<file path="src/hdl/czp_pkg.sv">
// Shared constants, command and register codes, and lane control type for the filter core.
package czp_pkg;

    localparam int MAX_TAPS_DEF   = 15;
    localparam int MAX_WIDTH_DEF  = 512;
    localparam int COEFF_BITS_DEF = 16;

    localparam int MAX_HEIGHT = 4096;
    localparam int ROW_W      = 12;
    localparam int HGT_W      = 13;
    localparam int PIX_W      = 8;
    localparam int NUM_CH     = 3;

    localparam logic [1:0] CMD_COEFF = 2'd0;
    localparam logic [1:0] CMD_PIXEL = 2'd1;
    localparam logic [1:0] CMD_DRAIN = 2'd2;
    localparam logic [1:0] CMD_NOP   = 2'd3;

    localparam logic [1:0] CFG_FRAME_WIDTH  = 2'd0;
    localparam logic [1:0] CFG_FRAME_HEIGHT = 2'd1;
    localparam logic [1:0] CFG_KERNEL_SIZE  = 2'd2;
    localparam logic [1:0] CFG_NONE         = 2'd3;

    typedef struct packed {
        logic clear;
        logic en;
        logic mask;
    } lane_ctl_t;

endpackage

</file>
<file path="src/hdl/czp_lane.sv">
// One colour channel lane: registered product of coefficient and pixel, then accumulate.
module czp_lane #(
    parameter int COEFF_BITS = czp_pkg::COEFF_BITS_DEF,
    parameter int ACC_W      = 32
) (
    input  logic                          clk,
    input  logic                          rst_n,
    input  czp_pkg::lane_ctl_t            ctl,
    input  logic [COEFF_BITS-1:0]         coef,
    input  logic [czp_pkg::PIX_W-1:0]     pix,
    output logic [ACC_W-1:0]              acc
);

    localparam int PROD_W = COEFF_BITS + czp_pkg::PIX_W;

    logic [PROD_W-1:0] prod_reg;
    logic              pv_reg;
    logic [ACC_W-1:0]  acc_reg;

    always_ff @(posedge clk or negedge rst_n)
    begin
        if (!rst_n)
        begin
            pv_reg <= 1'b0;
        end
        else
        begin
            pv_reg <= ctl.en;
        end
    end

    // taps outside the frame contribute zero
    always_ff @(posedge clk)
    begin
        prod_reg <= ctl.mask ? coef * pix : '0;
        if (ctl.clear)
        begin
            acc_reg <= '0;
        end
        else if (pv_reg)
        begin
            acc_reg <= acc_reg + ACC_W'(prod_reg);
        end
    end

    assign acc = acc_reg;

endmodule

</file>
<file path="config.mk">
export PLATFORM = sky130hd
export DESIGN_NAME = czp_lane
export DESIGN_NICKNAME = d
export VERILOG_FILES = /design/src/hdl/czp_pkg.sv /design/src/hdl/czp_lane.sv
export SDC_FILE = /design/constraint.sdc
export NUM_CORES = 1
export LEC_CHECK = 0
export BUFFER_PORTS_ARGS = -buffer_cell sky130_fd_sc_hd__buf_2
export CAP_MARGIN = 20
export CELL_PAD_IN_SITES_DETAIL_PLACEMENT = 0
export CELL_PAD_IN_SITES_GLOBAL_PLACEMENT = 2
export CORE_ASPECT_RATIO = 0.6
export CORE_MARGIN = 2
export CORE_UTILIZATION = 41
export CTS_CLUSTER_DIAMETER = 40
export DETAILED_ROUTE_END_ITERATION = 16
export PLACE_DENSITY_LB_ADDON = 0.1
export SLEW_MARGIN = 5
export SYNTH_ARGS = -nofsm -noshare
export SYNTH_HDL_FRONTEND = slang
export SYNTH_SLANG_ARGS = --single-unit
</file>
<file path="constraint.sdc">
create_clock -name clk -period 5.85 [get_ports clk]
set_input_delay 0.585 -clock clk [delete_from_list [all_inputs] [get_ports clk]]
set_output_delay 0.585 -clock clk [all_outputs]
set_load 0.005 [all_outputs]
</file>
==> impl_metrics.env <==
export IMPL_synth_edff_count=0
export IMPL_fin_area_um2=7920
export IMPL_dp_slack_ns=0.564
export IMPL_grt_start_max_net_pins=39
export IMPL_fin_cells=1101
export IMPL_coreArea_um2=17100
export IMPL_clk_pin_slew_worst_paths_ns=0.05
export IMPL_initialDrtViolationCount=249
export IMPL_final_min_clock_period_ns=4.98
export IMPL_p_clk_share_pct=15.3
export IMPL_peakVddDrop_v=0.000149
export IMPL_path_class="input port to flop"
export IMPL_root_buffer="clkbuf_16"
export IMPL_wl_per_cell_um=15.2
export IMPL_place_gp_congestion=0.844
export IMPL_dp_hpwl_um=13900
export IMPL_p_int_mw=1.67
export IMPL_clkLatencyLatePin_ns=0.33
export IMPL_synth_cells=811
export IMPL_vias=5650
export IMPL_critPathMaxFanout=16
export IMPL_ys_seq_area_share_pct=16.1
export IMPL_synth_cell_types=64
export IMPL_skew_ns=0.00698
export IMPL_port_buffers=60
export IMPL_areaGrowthSynthToFinish_pct=11.0
export IMPL_endpoint_kind="flop"
export IMPL_crit_path_frequent_cell="fa_1"
export IMPL_total_power_mw=3.03
export IMPL_async_reset_ff_share_pct=1.75
export IMPL_grt_overflow=0
export IMPL_min_period_over_period_pct=85.2
export IMPL_antenna_cells=0
export IMPL_crit_path_max_incr_delay_ns=0.65
export IMPL_yosysTopAreaCell="fa_1"
export IMPL_drive_gt1_share_pct=10.6
export IMPL_finalWirelength_um=16800
export IMPL_firstDrtPassIters=5
export IMPL_synth_area_leaders="fa_1 (24%), dfxtp_1 (16%), ha_1 (12%), and2_1 (11%), inv_1 (5.8%)"
export IMPL_cts_buffer_depth=2
export IMPL_combPwrFrac_pct=66.2
export IMPL_drc=0
export IMPL_cts_setup_buffers=0
export IMPL_hold_viol_final=0
export IMPL_grt_pass1_vias=5578
export IMPL_cts_max_level=3
export IMPL_via_per_inst=5.13
export IMPL_slew_headroom_pct=51.9
export IMPL_final_core_util_pct=46.4
export IMPL_clock_sinks=57
export IMPL_largest_reg_flops=32
export IMPL_syn_avg_cell_area_um2=8.80
export IMPL_crit_arrival_ns=5.20
export IMPL_crit_chain="buf_2 -> and2_1 -> fa_1 -> fa_1 -> fa_1 -> inv_1 -> fa_1 -> inv_1 -> ha_1 -> a2111oi_0 -> a21oi_1 -> o21ai_1 -> a31oi_1 -> xnor2_1 -> and2_1"
export IMPL_powerDensity_nw_per_um2=383
export IMPL_p_switching_mw=1.36
export IMPL_slew_violations=0
export IMPL_dieArea_um2=18500
export IMPL_synth_seq_cells=57
export IMPL_min_path_type="input port to asynchronous set/reset pin"
export IMPL_cts_tree="done"
export IMPL_fillers=1675
export IMPL_antenna_found_initial=0
export IMPL_grtUsageTotal_pct=18.8
export IMPL_hold_buffers=0
export IMPL_yosysWarnings=0
export IMPL_run_status="finished clean"
export IMPL_die_x_um=174
export IMPL_sw_frac_of_total_pct=44.9
export IMPL_setup_viol=0
export IMPL_die_y_um=106
export IMPL_postRouteAntennaNets=0
export IMPL_fmax_mhz=201
export IMPL_cts_buffers=9
export IMPL_synth_flop_cell="dfxtp_1"
export IMPL_postSynthNetCount=993
export IMPL_placed_area_um2=7660
export IMPL_syn_cell_area_um2=7140
export IMPL_maxCapViolCount=0
export IMPL_grt_setup_unrepaired="false"
export IMPL_p_leak_nw=3.95
export IMPL_crit_required_ns=6.06
export IMPL_nets=1045
export IMPL_pwr_share_seq_pct=18.5
export IMPL_placementRows=37
export IMPL_cts_resized=0
export IMPL_tns_ns=0
export IMPL_placed_cells=1086
export IMPL_start_kind="input port"
export IMPL_grt_pass1_wl_um=27900
export IMPL_hold_ws_ns=0.0257
export IMPL_tightestPinTransition_ns=0.722
export IMPL_setup_slack_ns=0.869
export IMPL_cpMaxStageDelayCell="a2111oi_0"
export IMPL_start_util_pct=41.8
export IMPL_yosys_area_top_type_share_pct=23.8
export IMPL_ioPinCount=61
-- metal layers --
| metal | track usage (%) | vias up | routed length, um | share of wire [%] |
|---|---|---|---|---|
| li1 | - | 2761 | - | - |
| met3 | 4.40 | 2 | 844 | 5.0 |
| met4 | 2.16 | 0 | 28 | 0.17 |
| met1 | 29.3 | 2776 | 8970 | 53 |
| met2 | 26.7 | 111 | 6920 | 41 |
| met5 | 0 | - | 0 | 0 |
-- power groups by stage --
stage	clock (mW)	combinational (mW)	sequential, mW
2_1_floorplan	0	1.56	0.550
3_3_place_gp	0	2.01	0.568
3_5_place_dp	0	2.01	0.571
4_1_cts	0.478	2.03	0.563
5_1_grt	0.499	2.30	0.570
6_report	0.465	2.01	0.561
-- logic make-up after synthesis --
logic type	after synthesis	share of synthesized area [%]
AO/OA/AOI/OAI	142	13.7
adder cells (fa/ha/maj)	153	35.8
XOR/XNOR	29	3.56
buffers and inverters	132	6.98
AND/OR/NAND/NOR	284	22.0
multiplexers	14	2.02
flip-flops	57	16.1
-- worst max-delay path: cells and delay by family --
family / cells / cell delay, ns
adder cells (fa/ha/maj): 5 / 2.37
AND/OR/NAND/NOR: 2 / 0.35
AO/OA/AOI/OAI: 4 / 1.36
XOR/XNOR: 1 / 0.15
buffers and inverters: 3 / 0.37
-- worst paths after layout --
check / start / end / slack (ns) / depth (start not counted)
worst max-delay path: pix[6] / prod_reg[23] / 0.87 / 15
worst min-delay path: rst_n / pv_reg / 0.03 / 1
worst max register to register: acc[0] / acc[30] / 3.07 / 11
worst min register to register: acc[6] / acc[6] / 0.49 / 2
max in group asynchronous: rst_n / pv_reg / 5.74 / 1
min in group clk: ctl[1] / pv_reg / 0.37 / 1
-- layout make-up --
type / instances / area, um^2 / share of cell area (%)
Inverter: 112 / 420 / 5.31
Tap cell: 234 / 293 / 3.70
Multi-Input combinational cell: 622 / 5490 / 69.3
Clock buffer: 11 / 243 / 3.06
Timing Repair Buffer: 61 / 308 / 3.89
Clock inverter: 4 / 20.0 / 0.253
Sequential cell: 57 / 1150 / 14.5
-- placed cells by master (no fill, tap or decap), drive strengths merged, types with 3 or more instances in the layout --
cell / synthesis / final
dfxtp: 56 / 56
ha: 68 / 68
clkbuf: 15 / 11
a21oi: 43 / 43
buf: 5 / 61
nor3: 6 / 6
a21boi: 4 / 4
mux2i: 11 / 11
mux2: 3 / 3
or3: 7 / 7
nand3: 13 / 13
o211ai: 4 / 4
o21ai: 30 / 30
xnor2: 21 / 21
clkinv: 1 / 5
and2: 125 / 125
inv: 111 / 111
o21a: 6 / 6
nor2b: 10 / 10
nor2: 37 / 37
and4: 3 / 3
xor2: 8 / 8
fa: 85 / 85
a211oi: 4 / 4
a31oi: 7 / 7
and3: 12 / 12
nand2b: 4 / 4
nand4: 3 / 3
nor3b: 3 / 3
nand2: 55 / 55
a21o: 24 / 24
-- cells in the mapped netlist, types with 4 or more instances --
master / number
nand2_1: 55
and2_1: 125
a31oi_1: 5
o21a_1: 6
o21ai_0: 27
nand3_1: 13
o211ai_1: 4
clkbuf_1: 15
a211oi_1: 4
or3_1: 7
nor2b_1: 9
a21o_1: 23
xor2_1: 8
a21oi_1: 43
nand2b_1: 4
ha_1: 68
inv_1: 111
and3_1: 11
a21boi_0: 4
nor3_1: 5
xnor2_1: 21
dfxtp_1: 56
fa_1: 85
mux2i_1: 11
nor2_1: 37
(Power assumes the default switching activity.)
