<file path="config.mk">
export PLATFORM = sky130hd
export DESIGN_NAME = czp_merge
export DESIGN_NICKNAME = d
export VERILOG_FILES = /design/src/hdl/czp_pkg.sv /design/src/hdl/czp_merge.sv
export SDC_FILE = /design/constraint.sdc
export NUM_CORES = 1
export LEC_CHECK = 0
export BUFFER_PORTS_ARGS = -buffer_cell sky130_fd_sc_hd__buf_4
export CAP_MARGIN = 20
export CORE_ASPECT_RATIO = 0.9
export CORE_MARGIN = 1
export CORE_UTILIZATION = 42
export CTS_BUF_LIST = sky130_fd_sc_hd__clkbuf_16
export DETAILED_ROUTE_END_ITERATION = 8
export PLACE_DENSITY = 0.93
export SYNTH_ARGS = -nofsm -noshare
export SYNTH_HDL_FRONTEND = slang
export SYNTH_SLANG_ARGS = --single-unit
</file>
<file path="constraint.sdc">
create_clock -name clk -period 0.8 [get_ports clk]
set_input_delay 0.24 -clock clk [delete_from_list [all_inputs] [get_ports clk]]
set_output_delay 0.24 -clock clk [all_outputs]
set_load 0.05 [all_outputs]
</file>
<file path="src/hdl/czp_pkg.sv">
// Shared constants, command and register codes, and lane control type for the filter core.
package czp_pkg;

    localparam int MAX_TAPS_DEF   = 15;
    localparam int MAX_WIDTH_DEF  = 512;
    localparam int COEFF_BITS_DEF = 16;

    localparam int MAX_HEIGHT = 4096;
    localparam int ROW_W      = 12;
    localparam int HGT_W      = 13;
    localparam int PIX_W      = 8;
    localparam int NUM_CH     = 3;

    localparam logic [1:0] CMD_COEFF = 2'd0;
    localparam logic [1:0] CMD_PIXEL = 2'd1;
    localparam logic [1:0] CMD_DRAIN = 2'd2;
    localparam logic [1:0] CMD_NOP   = 2'd3;

    localparam logic [1:0] CFG_FRAME_WIDTH  = 2'd0;
    localparam logic [1:0] CFG_FRAME_HEIGHT = 2'd1;
    localparam logic [1:0] CFG_KERNEL_SIZE  = 2'd2;
    localparam logic [1:0] CFG_NONE         = 2'd3;

    typedef struct packed {
        logic clear;
        logic en;
        logic mask;
    } lane_ctl_t;

endpackage

</file>
<file path="src/hdl/czp_merge.sv">
// Merge stage: rounds, scales and saturates the three lane sums into the output register.
module czp_merge #(
    parameter int COEFF_BITS = czp_pkg::COEFF_BITS_DEF,
    parameter int ACC_W      = 32
) (
    input  logic                                       clk,
    input  logic                                       rst_n,
    input  logic                                       load,
    input  logic                                       last,
    input  logic [czp_pkg::NUM_CH-1:0][ACC_W-1:0]      acc,
    input  logic                                       out_stall,
    output logic                                       out_valid,
    output logic [czp_pkg::PIX_W-1:0]                  chan0_out,
    output logic [czp_pkg::PIX_W-1:0]                  chan1_out,
    output logic [czp_pkg::PIX_W-1:0]                  chan2_out,
    output logic                                       frame_last
);

    localparam int SUM_W = ACC_W + 1;
    localparam logic [SUM_W-1:0] HALF = SUM_W'(1) << (COEFF_BITS - 1);

    logic [czp_pkg::NUM_CH-1:0][czp_pkg::PIX_W-1:0] sat;
    logic [czp_pkg::NUM_CH-1:0][czp_pkg::PIX_W-1:0] chan_reg;
    logic                                           last_reg;
    logic                                           valid_reg;

    always_comb
    begin
        logic [SUM_W-1:0] s;
        logic [SUM_W-1:0] v;
        for (int i = 0; i < czp_pkg::NUM_CH; i++)
        begin
            s = SUM_W'(acc[i]) + HALF;
            v = s >> COEFF_BITS;
            sat[i] = (v > SUM_W'(255)) ? 8'hFF : v[czp_pkg::PIX_W-1:0];
        end
    end

    always_ff @(posedge clk or negedge rst_n)
    begin
        if (!rst_n)
        begin
            valid_reg <= 1'b0;
        end
        else if (load)
        begin
            valid_reg <= 1'b1;
        end
        else if (!out_stall)
        begin
            valid_reg <= 1'b0;
        end
    end

    always_ff @(posedge clk)
    begin
        if (load)
        begin
            chan_reg <= sat;
            last_reg <= last;
        end
    end

    assign out_valid  = valid_reg;
    assign chan0_out  = chan_reg[0];
    assign chan1_out  = chan_reg[1];
    assign chan2_out  = chan_reg[2];
    assign frame_last = last_reg;

endmodule

</file>
==> results.py, run 1 <==
metrics = {
    "clock_network": {
        "clkSinkCount": 26,
        "cts_tree": "yes",
        "cts_buffers": 3,
        "cts_max_level": 1,
        "path_clk_slew_ns": 0.08,
        "clk_latency_ns": 0.28,
        "cts_buffer_depth": 2,
        "clock-root-buffer": "clkbuf_16",
    },
    "yosys": {
        "syn_nets": 299,
        "syn-cell-area_sq_um": 1880,
        "synth_warnings": 0,
        "ys_ff_latch": 26,
        "synth.avg_cell_area_sq_um": 9.65,
        "yosysSeqAreaShare": 0.412,
        "syn_inst": 195,
        "synth_edf_count": 25,
        "synth_ff_type": "edfxtp_1",
        "synth.distinct_cells": 42,
        "async_reset_ff_frac": 0.0385,
    },
    "sta": {
        "fin_skew_ns": 0,
        "hold_viol_final": 0,
        "tightest_slew_ns": 0.627,
        "timing.final.crit_share": 2.42,
        "period_minus_slack_ns": 1.94,
        "finalWorstSetupSlack_ns": -1.14,
        "rsz0062_at_grt": "yes",
        "slew_viol_final": 0,
        "setup_violations": 50,
        "timing.fmax_ghz": 0.516,
        "slew_headroom": 0.581,
    },
    "setup_path": {
        "cp-start-kind": "input port",
        "cp-startpoint": "acc[52]",
        "crit_type": "input port to flop",
        "cp.required_ns": 0.83,
        "cp-end-kind": "flop",
        "reg2reg_from": "out_valid$_DFFE_PN0P_",
        "crit_arrival_ns": 1.96,
        "cp_max_fo": 7,
    },
    "routing": {
        "drtAntennaViolNets": 0,
        "first_iter_violations": 693,
        "detail_route.wl_per_cell_microns": 32.3,
        "wirelength_mm": 13.7,
        "drc": 0,
        "viasPerCell": 7.38,
        "drt-pass1-iter-count": 7,
        "num_vias": 3121,
    },
    "final_layout": {
        "final_common_cell": "buf_4",
        "nNetsFinal": 468,
        "n_antenna_cell": 0,
        "multiInputGateArea_sq_um": 1530,
        "area_growth_syn_to_layout_pct": 113,
        "drive_above_1_share": 0.653,
        "final-seq-area_sq_um": 777,
        "final_cells": 423,
        "nFillCells": 91,
        "most-common-layout-cells": "buf_4 (103), buf_6 (51), edfxtp_1 (25)",
        "fin_area_sq_um": 4020,
    },
    "floorplan": {
        "initial_core_util": 0.450,
        "die-area_sq_um": 4750,
        "rows": 22,
        "core_sq_um": 4180,
        "die_w_microns": 72.6,
        "io-pin-count": 127,
        "die_y_microns": 65.5,
    },
    "global_route": {
        "antenna_found_initial": 1,
        "grt.overflow.total": 0,
        "grt_use_total": 0.431,
        "grt_pass1_wl_mm": 14.6,
        "grt_max_degree": 27,
        "grt_pass1_vias": 2648,
    },
    "placed_design": {
        "gp_congestion": 0.882,
        "dpl.cell_count": 396,
        "postPlaceCellArea_sq_um": 3130,
        "place_hpwl_mm": 4.94,
        "io_buffers": 81,
    },
    "pwr": {
        "power.leakage_nw": 1.56,
        "fin_total_pwr_w": 0.00508,
        "power.density_nw_per_um2": 1270,
        "peakVddDrop_uv": 1080,
    },
    "run": {
        "max-cap-violations": 0,
    },
    "run_status": {
        "violations": "setup timing",
        "status": "finished with violations",
    },
    "hold_path": {
        "min_path_type": "input port to flop",
        "hold_start": "last",
    },
}
state kept, by name (all words and copies together) (netlist names):
register	flops
out_valid	1
chan2_out	8
chan1_out	8
frame_last	1
chan0_out	8
what timing repair did:
| action | in CTS | in global routing |
|---|---|---|
| hold buffers | 1 | 0 |
| pin swaps | 15 | 32 |
| gates cloned | 0 | 0 |
| endpoints found under the setup margin | 50 | 50 |
| endpoints found under the hold margin | 1 | 0 |
| setup buffers | 5 | 18 |
| gates resized for setup | 78 | 58 |
worst paths after layout:
path                                              end  slack (ns)  depth (start not counted)
max                        chan1_out[3]$_SDFFCE_PN1P_       -1.14                          9
min                              frame_last$_DFFE_PP_        0.14                          1
max reg2reg                     out_valid$_DFFE_PN0P_        0.10                          1
min reg2reg                     out_valid$_DFFE_PN0P_        0.54                          1
max in group asynchronous       out_valid$_DFFE_PN0P_        0.38                          2
min in group asynchronous       out_valid$_DFFE_PN0P_        0.32                          2
routing by layer:
| layer | vias to the layer above | routed length [microns] | GRT usage |
|---|---|---|---|
| li1 | 1088 | - | - |
| met1 | 1411 | 4080 | 0.465 |
| met2 | 448 | 5750 | 0.714 |
| met3 | 168 | 2120 | 0.150 |
| met4 | 6 | 1620 | 0.289 |
| met5 | - | 81 | 0 |
stage by stage:
step                worst slack [ns]  setup TNS, ns  utilization  hold slack (ns)
floorplan                     -0.901         -19.33            -          -0.0556
global placement               -1.03         -24.37        0.749           0.0153
detailed placement             -1.14         -26.58        0.749           0.0175
CTS                           -0.834         -23.71        0.870            0.157
global route                   -1.32         -32.46        0.960            0.135
finish                         -1.14         -30.72        0.960            0.137
cell families (layout without fill, tap and decap cells):
| group | Yosys count | count (layout) | share of synthesized area |
|---|---|---|---|
| mux | 2 | 2 | 0.0113 |
| simple gates | 119 | 119 | 0.355 |
| buf+inv | 5 | 173 | 0.00997 |
| compound gates | 17 | 17 | 0.0844 |
| flops | 26 | 26 | 0.412 |
| fa+ha+maj | 3 | 3 | 0.0199 |
| xor+xnor | 23 | 23 | 0.107 |
power breakdown:
part | total (W) | leakage (nW) | internal (W) | switching (W)
clock | 0.00158 | 0.0511 | 0.00100 | 0.000583
combinational | 0.00188 | 1.25 | 0.000824 | 0.00106
sequential | 0.00162 | 0.262 | 0.00156 | 0.0000530
total | 0.00508 | 1.56 | 0.00339 | 0.00170
Yosys cell counts (all sizes together), types with 2 or more instances:
master,n,area (sq um)
nand3,33,165
nor2,27,101
edfxtp,25,751
nand4,18,128
nand2,13,48.8
xnor2,13,114
xor2,10,87.6
nor4,6,67.6
inv,4,15.0
nor3,4,20.0
a21oi,3,15.0
and4,3,26.3
ha,3,37.5
nand4b,3,26.3
o21ai,3,18.8
or3,3,20.0
a21o,2,15.0
nand2b,2,12.5
nor3b,2,20.0
area by class of cell:
class                   count  area share
flip-flops and latches     26       0.194
inverters                   4     0.00374
multi-input cells         164       0.381
clock buffers               3      0.0187
clock inverters             1     0.00748
well taps                  60      0.0187
repair buffers            165       0.377
critical path, cell delays in order:
cell and delay [ns]:
buf_6 0.09, nand4_4 0.11, buf_4 0.18, buf_4 0.13, nor3_2 0.31, o21ai_1 0.25, a211oi_4 0.34, buf_6 0.19
nand3_2 0.10
(Power assumes the default switching activity.)
==> inputs of run 2 (changes only) <==
PLACE_DENSITY = 0.81   (was 0.93)
==> run 2 against run 1 <==
Against the previous run: the flow still finishes with violations (setup timing); flip-flop and latch count is the same; clock power shrank 22%; via count fell by 8.5%; sequential share of layout area up 0.93 points; clock skew stayed put; total power is 10% lower; worst hold slack improved by 0.024 ns; worst setup slack worse by 0.14 ns; sequential power hardly changed; critical path depth is 2 lower; final area is 4.6% lower; combinational power shrank 9.6%.
==> results.py, run 2 (synthesis results as in run 1) <==
metrics = {
    "sta": {
        "fin_skew_ns": 0,
        "whs_ns": 0.161,
        "slew_headroom": 0.690,
        "hold_viol_final": 0,
        "tightest_slew_ns": 0.465,
        "timing.final.crit_share": 2.60,
        "finalWorstSetupSlack_ns": -1.28,
        "timing.fmax_ghz": 0.481,
        "period_minus_slack_ns": 2.08,
        "setup_violations": 50,
        "slew_viol_final": 0,
        "rsz0062_at_grt": "yes",
    },
    "global_route": {
        "grt_max_degree": 27,
        "grt_pass1_wl_mm": 12.3,
        "grt.overflow.total": 0,
        "grt_use_total": 0.346,
        "grt_pass1_vias": 2522,
        "antenna_found_initial": 0,
    },
    "routing": {
        "drc": 0,
        "detail_route.wl_per_cell_microns": 27.2,
        "num_vias": 2856,
        "drtAntennaViolNets": 0,
        "wirelength_mm": 11.5,
        "drt-pass1-iter-count": 6,
        "viasPerCell": 6.74,
        "first_iter_violations": 486,
    },
    "setup_path": {
        "crit_arrival_ns": 2.06,
        "crit_type": "input port to flop",
        "cp_max_fo": 5,
        "slowest_delay_ns": 0.47,
        "crit_buf_inv": 2,
        "critPathTopFamily": "simple AND/OR/NAND/NOR gates",
        "cp-start-kind": "input port",
        "cp-end-kind": "flop",
        "critical-path-slowest-cell": "nor4_4",
        "cp.required_ns": 0.78,
        "crit_chain": "buf_4 > nand2_1 > nor4_4 > nand4b_1 > a32oi_4 > buf_6 > nand3_1",
    },
    "pwr": {
        "power_frac_seq": 0.355,
        "p_int_w": 0.00300,
        "p_switching_w": 0.00155,
        "power_frac_clock": 0.271,
        "fin_total_pwr_w": 0.00455,
        "peakVddDrop_uv": 924,
        "combPwrFrac": 0.374,
        "power.leakage_nw": 1.54,
        "switching_share": 0.341,
        "power.density_nw_per_um2": 1190,
    },
    "final_layout": {
        "most-common-layout-cells": "buf_4 (113), buf_6 (47), edfxtp_1 (25)",
        "n_antenna_cell": 0,
        "nFillCells": 166,
        "multiInputGateArea_sq_um": 1420,
        "drive_above_1_share": 0.613,
        "area_growth_syn_to_layout_pct": 104,
        "final_common_cell": "buf_4",
        "nNetsFinal": 469,
        "final-seq-area_sq_um": 777,
        "final_core_util": 0.916,
        "final_cells": 424,
    },
    "placed_design": {
        "place_hpwl_mm": 4.57,
        "gp_congestion": 0.945,
        "dpl.cell_count": 397,
        "io_buffers": 81,
        "pre_cts_slack_ns": -1.20,
    },
    "floorplan": {
        "io-pin-count": 127,
        "die-area_sq_um": 4750,
        "initial_core_util": 0.450,
        "die_y_microns": 65.5,
        "core_sq_um": 4180,
        "rows": 22,
        "die_w_microns": 72.6,
    },
    "clock_network": {
        "clock-root-buffer": "clkbuf_16",
        "clk_latency_ns": 0.27,
        "cts_max_level": 1,
        "path_clk_slew_ns": 0.08,
        "cts_tree": "yes",
        "clkSinkCount": 26,
        "cts_buffer_depth": 2,
        "cts_buffers": 3,
    },
    "run": {
        "max-cap-violations": 0,
    },
    "run_status": {
        "status": "finished with violations",
        "violations": "setup timing",
    },
    "hold_path": {
        "min_path_type": "input port to flop",
    },
}
run 2: changes by cell type in the layout (fill, tap and decap cells not counted), sizes merged:
cell	before	now
bufinv	1	0
buf	164	165
clkinv	0	1
run 2: path summary, 6_finish.rpt:
check,start,end,slack [ns],cells past startpoint
setup / recovery,acc[55],chan1_out[2]$_SDFFCE_PN1P_,-1.28,7
hold / removal,last,frame_last$_DFFE_PP_,0.16,1
setup reg to reg,out_valid$_DFFE_PN0P_,out_valid$_DFFE_PN0P_,0.01,2
hold reg to reg,out_valid$_DFFE_PN0P_,out_valid$_DFFE_PN0P_,0.60,2
max in group asynchronous,rst_n,out_valid$_DFFE_PN0P_,0.42,2
min in group asynchronous,rst_n,out_valid$_DFFE_PN0P_,0.29,2
run 2: metrics by stage:
stage	area (sq um)	setup TNS, ns
2_1_floorplan	1990	-19.33
3_3_place_gp	3140	-25.00
3_5_place_dp	3140	-27.41
4_1_cts	3510	-24.13
5_1_grt	3830	-29.96
6_report	3830	-29.41
run 2: timing repair:
action                                 4_1_cts  5_1_grt
hold buffers                                 1        0
gates resized for setup                     57       41
pin swaps                                   15       17
setup endpoints to repair                   50       50
endpoints found under the hold margin        1        0
buffers inserted                             6       16
run 2: power groups by stage:
stage	logic (W)	registers [W]	clock network, W
after floorplan	0.000300	0.00187	0
after global placement	0.00124	0.00161	0
after detailed placement	0.00128	0.00161	0
after CTS	0.00141	0.00160	0.00111
after global routing	0.00174	0.00161	0.00130
final	0.00170	0.00162	0.00123
run 2: cell type report:
cell class / count / share of cell area
inverter: 4 / 0.00392
clock buffer: 3 / 0.0196
timing repair buffer: 166 / 0.383
tap: 60 / 0.0196
multi-input combinational: 164 / 0.370
sequential: 26 / 0.203
clock inverter: 1 / 0.000980
run 2: per-layer routing:
| metal | wire length (microns) | vias up | part of all wire | track usage |
|---|---|---|---|---|
| li1 | - | 1089 | - | - |
| met1 | 3980 | 1316 | 0.34 | 0.359 |
| met2 | 5150 | 335 | 0.45 | 0.651 |
| met3 | 1440 | 116 | 0.12 | 0.0660 |
| met4 | 971 | 0 | 0.084 | 0.186 |
| met5 | 0 | - | 0 | 0 |
